**src/rtl/gsa_ram.sv**
```systemverilog
// Generic single-clock RAM with one write port and one registered read port.
// It depends on nothing and holds the allocator's free stack and slot table.
`default_nettype none

module gsa_ram #(
  parameter int WIDTH = 8,
  parameter int DEPTH = 256
) (
  input  wire logic                     clk_i,
  input  wire logic                     we_i,
  input  wire logic [$clog2(DEPTH)-1:0] waddr_i,
  input  wire logic [WIDTH-1:0]         wdata_i,
  input  wire logic                     re_i,
  input  wire logic [$clog2(DEPTH)-1:0] raddr_i,
  output logic      [WIDTH-1:0]         rdata_o
);

  logic [WIDTH-1:0] mem_q [DEPTH];

  always_ff @(posedge clk_i) begin
    if (we_i) begin
      mem_q[waddr_i] <= wdata_i;
    end
    if (re_i) begin
      rdata_o <= mem_q[raddr_i];
    end
  end

endmodule

`default_nettype wire

```
**config.mk**
```make
export PLATFORM = sky130hd
export DESIGN_NAME = gsa_ram
export DESIGN_NICKNAME = d
export VERILOG_FILES = /design/src/rtl/gsa_ram.sv
export SDC_FILE = /design/constraint.sdc
export NUM_CORES = 2
export LEC_CHECK = 0
export BUFFER_PORTS_ARGS = -buffer_cell sky130_fd_sc_hd__buf_2
export CELL_PAD_IN_SITES_DETAIL_PLACEMENT = 1
export CELL_PAD_IN_SITES_GLOBAL_PLACEMENT = 2
export CORE_MARGIN = 10
export CORE_UTILIZATION = 51
export DETAILED_ROUTE_END_ITERATION = 10
export GPL_ROUTABILITY_DRIVEN = 1
export MAX_ROUTING_LAYER = met4
export PLACE_DENSITY_LB_ADDON = 0.1
export SLEW_MARGIN = 10
export SYNTH_ARGS = -nofsm -noshare
export SYNTH_HDL_FRONTEND = slang
export SYNTH_SLANG_ARGS = --single-unit
```
**constraint.sdc**
```tcl
create_clock -name clk_i -period 3.9 [get_ports clk_i]
set_input_delay 0.78 -clock clk_i [delete_from_list [all_inputs] [get_ports clk_i]]
set_output_delay 0.78 -clock clk_i [all_outputs]
set_load 0.01 [all_outputs]
```
* Word-level counts from Yosys, hierarchy flattened *
Memory sizes are Yosys's and may differ from the RTL's. A register that Yosys moved wholly into a read port is not among the register bits.
Index checks and enable logic that the tools add are counted.

word-level totals
  register bits after elaboration = 0
  latch bits = 0
  memory bits (writable) = 2048
  bits in read-only memories = 0
  input port bits = 27
  logic and storage cells = 3
  memories = 1

operators by class
  add/sub/neg operators = 0
  multiply operators = 0
  div/mod/pow operators = 0
  order comparisons = 0
  eq/ne operators = 0
  shifts and indexed selects = 0
  multiplexer cells = 2
  bitwise gates (word level) = 0
  reduce and logical (&&, ||, !) cells = 0

memory list
  memory  words  width  rd ports  clocked after memory_dff  wr ports  line  RTL
  mem_q   256    8      1         1                         1         18    logic [WIDTH-1:0] mem_q [DEPTH];

operators by type and width
  cell               count
  1-bit two-way mux  2

* Depth between registers and ports, before layout *
  word-level depth = 2
  depth in mapped cells = 11
  depth with buffers taken out = 6

* Worst setup path before layout *
OpenSTA, ideal clock, no wires.

  kind = input to register
  from = input port raddr_i[0]
  to = register rdata_o[2] (read register of mem_q), data pin
  arrival time = 2587 ps
  data required time = 3631 ps
  path slack = 1044 ps
  stages on the path = 9
  path through = buf_6 > buf_12 > buf_8 > buf_2 > mux4_2 > a22oi_1 > a21oi_1 > nor4_1 > nor4_2

RTL lines
  item                line  RTL
  start: declaration  14    input wire logic [$clog2(DEPTH)-1:0] raddr_i,
  end: declaration    15    output logic [WIDTH-1:0] rdata_o

==> results by group <==
STA
  – Fin crit share: 0.928
  – Tmin final: 3.62 ns
  – RSZ-0062 raised after global routing: false
  – TNS Setup: 0 ns
  – Worst-Margin Slew: 1.34 ns
  – Skew final: 0.0219 ns
  – Hold Vio Cnt, Final: 0
  – Final slew viol count: 0
  – Final setup fails: 0
  – Max-slew headroom: 0.106
  – Max Clk Rate: 276 MHz
  – Final hold slack: 0.377 ns

Clock tree
  – CTS sink count: 2056
  – CTS buffer count: 206
  – CTS tree: done
  – CTS resizes: 0
  – Post-CTS Setup Inserts: 0
  – H-Tree Depth: 4
  – Post-CTS Hold Fix Bufs: 0
  – Clk_lat worst skew: 0.82 ns
  – Clock slew at reported path FFs: 0.06 ns
  – Clock Root Buffer: clkbuf_16
  – Clock Path Buffers: 3

Critical path
  – CP max-delay cell: nor4_1
  – Worst setup EP type: flop
  – Most frequent CP cell: buf_12
  – Setup CP Type: in2reg
  – Crit path DAT: 4.18 ns
  – Max Fanout on Critical Path: 17
  – CP cell instances: buf_8 > buf_12 > buf_12 > buf_12 > mux4_2 > a22oi_1 > a21oi_1 > nor4_1 > buf_4 > nor4_1
  – Slowest stage delay, CP: 0.99 ns
  – Largest delay share family, worst path: buffers and inverters
  – Req. time, crit path: 4.46 ns
  – Setup crit start kind: input pin
  – Buf/Inv on CP: 5

Detailed routing
  – Avg WL per Cell: 33.9 um
  – Initial DRC Count: 4925
  – Via Count: 40300
  – DRT Wirelength: 216000 um
  – Final ANT Viol Nets: 0
  – DR pass1 iterations: 7
  – Vias/cell: 6.32
  – Number of remaining DRC errors: 0

GRT
  – Met1 GRT Util: 0.357
  – Number of global-route vias before repair: 42400
  – Initial antenna violation count: 11
  – GRT Util Overall: 0.259
  – Pin count of the biggest net entering global routing: 122
  – Met2 GRT Util: 0.410
  – GR peak layer: met2
  – Global-route wire length before repair: 314000 um
  – GRT Residual Overflow: 0
  – Routing usage on met3: 0.0349

Pwr
  – Power Dens Cells: 510 mW/mm^2
  – Pleak: 29.1 nW
  – Peak supply drop: 0.000444 V

Finish
  – Multi-input logic area: 0.0165 sq mm
  – NumNets Final: 4187
  – Fillcell total: 12900
  – Area Growth Syn to Fin: 14.9%
  – Commonest non-fill, non-tap cells in the layout: edfxtp_1, mux4_2, buf_4
  – Post-route cell area: 0.0915 sq mm
  – Fraction of layout cells with a size suffix above 1: 0.281
  – Commonest non-fill, non-tap cell in the layout: edfxtp_1
  – Register area: 0.0617 sq mm

Logic synthesis
  – Yosys reg bits: 2056
  – Netlist area before placement: 0.0796 sq mm
  – Syn Nets: 3760
  – Async set-reset flop share out of synthesis: 0
  – Main area contributors after synthesis: edfxtp_1, mux4_2, mux2i_1, nor2_1, a22oi_1
  – Sequential area share after synthesis: 0.775
  – Syn avg cell area: 21.3 sq um
  – Yosys top cell area share: 0.775
  – Yosys warning total: 0
  – Post-Syn Instances: 3733
  – EDFF count, synth: 2056
  – Post-synth top area cell: edfxtp_1
  – Ys flop type: edfxtp_1
  – Netlist cell types: 54

Floorplanning
  – IO Pins: 35
  – Die Y-Extent: 415 um
  – Rows: 144
  – Starting Density: 0.515
  – Die area: 0.172 sq mm
  – Core ar.: 0.155 sq mm
  – Die X: 415 um

Placed design
  – Routability cong.: 0.880
  – Hpwl dp: 140000 um
  – Placed cell area: 0.0847 sq mm
  – Number of port buffers: 34

Min path
  – Hold Crit Class: in2reg

Job
  – Max_cap viols: 0

Status
  – Outcome: finished, final reports clean
==> metal layers <==
metal,routed length [um],vias up
met5,0,-
met4,5220,0
met3,14300,285
met2,107000,1569
met1,89700,21900
li1,-,16600
==> logic make-up (layout without fill, tap and decap cells) <==
group,count (synthesis),after routing,share of synthesized area
and+or+nand+nor,466,466,0.0263
buffers and inverters,235,828,0.0183
other,0,5,0
AOI/OAI and AO/OA,385,385,0.0342
DFF,2056,2056,0.775
muxes,591,591,0.146
==> stage by stage <==
step	worst slack, ns	util	total power [mW]	cells
after floorplan	1.04	-	26.0	3733
after detailed placement	-0.441	0.548	27.3	5996
final	0.282	0.592	46.7	6375
after CTS	0.430	0.592	47.0	6370
after global routing	0.342	0.592	48.1	6373
after global placement	-0.457	0.548	27.2	5996
==> area by class of cell <==
cell class	instances	share of cell area
Sequential cell	2056	0.675
Multi-Input combinational cell	1442	0.180
Antenna cell	5	0.000137
Inverter	2	0.0000820
Clock buffer	245	0.0591
Clock inverter	129	0.0148
Tap cell	2044	0.0279
Timing Repair Buffer	452	0.0433
==> cells in the mapped netlist (10+ instances only) <==
| master | instances |
|---|---|
| a21oi_1 | 96 |
| buf_1 | 22 |
| nand4_1 | 10 |
| clkbuf_1 | 111 |
| a211oi_1 | 16 |
| mux4_2 | 454 |
| a221oi_1 | 13 |
| nand2_1 | 33 |
| o22ai_1 | 28 |
| a22oi_1 | 133 |
| edfxtp_1 | 2056 |
| o21ai_0 | 10 |
| nor2b_1 | 31 |
| buf_8 | 13 |
| buf_2 | 31 |
| mux2i_1 | 134 |
| o221ai_1 | 46 |
| buf_4 | 27 |
| nand3_1 | 34 |
| buf_6 | 21 |
| nor2_1 | 282 |
| o211ai_1 | 10 |
| nor3_1 | 22 |
| nor4_1 | 24 |
==> power by group <==
group	internal, mW	switching [mW]
registers	24.4	0.0318
logic	0.860	1.52
clock network	11.7	8.16
==> state kept, by name, summed over array words and instances (netlist names) <==
signal and cells:
mem_q 2048, rdata_o 8
==> worst paths after layout <==
path / start / to / slack (ns) / depth (start not counted)
max: raddr_i[0] / rdata_o[1] / 0.28 / 10
min: re_i / rdata_o[3] / 0.38 / 1
max reg2reg: mem_q[23][1] / rdata_o[1] / 0.83 / 6
min reg2reg: mem_q[204][4] / rdata_o[4] / 1.24 / 5
No activity file was read; power rests on OpenSTA's default activity.
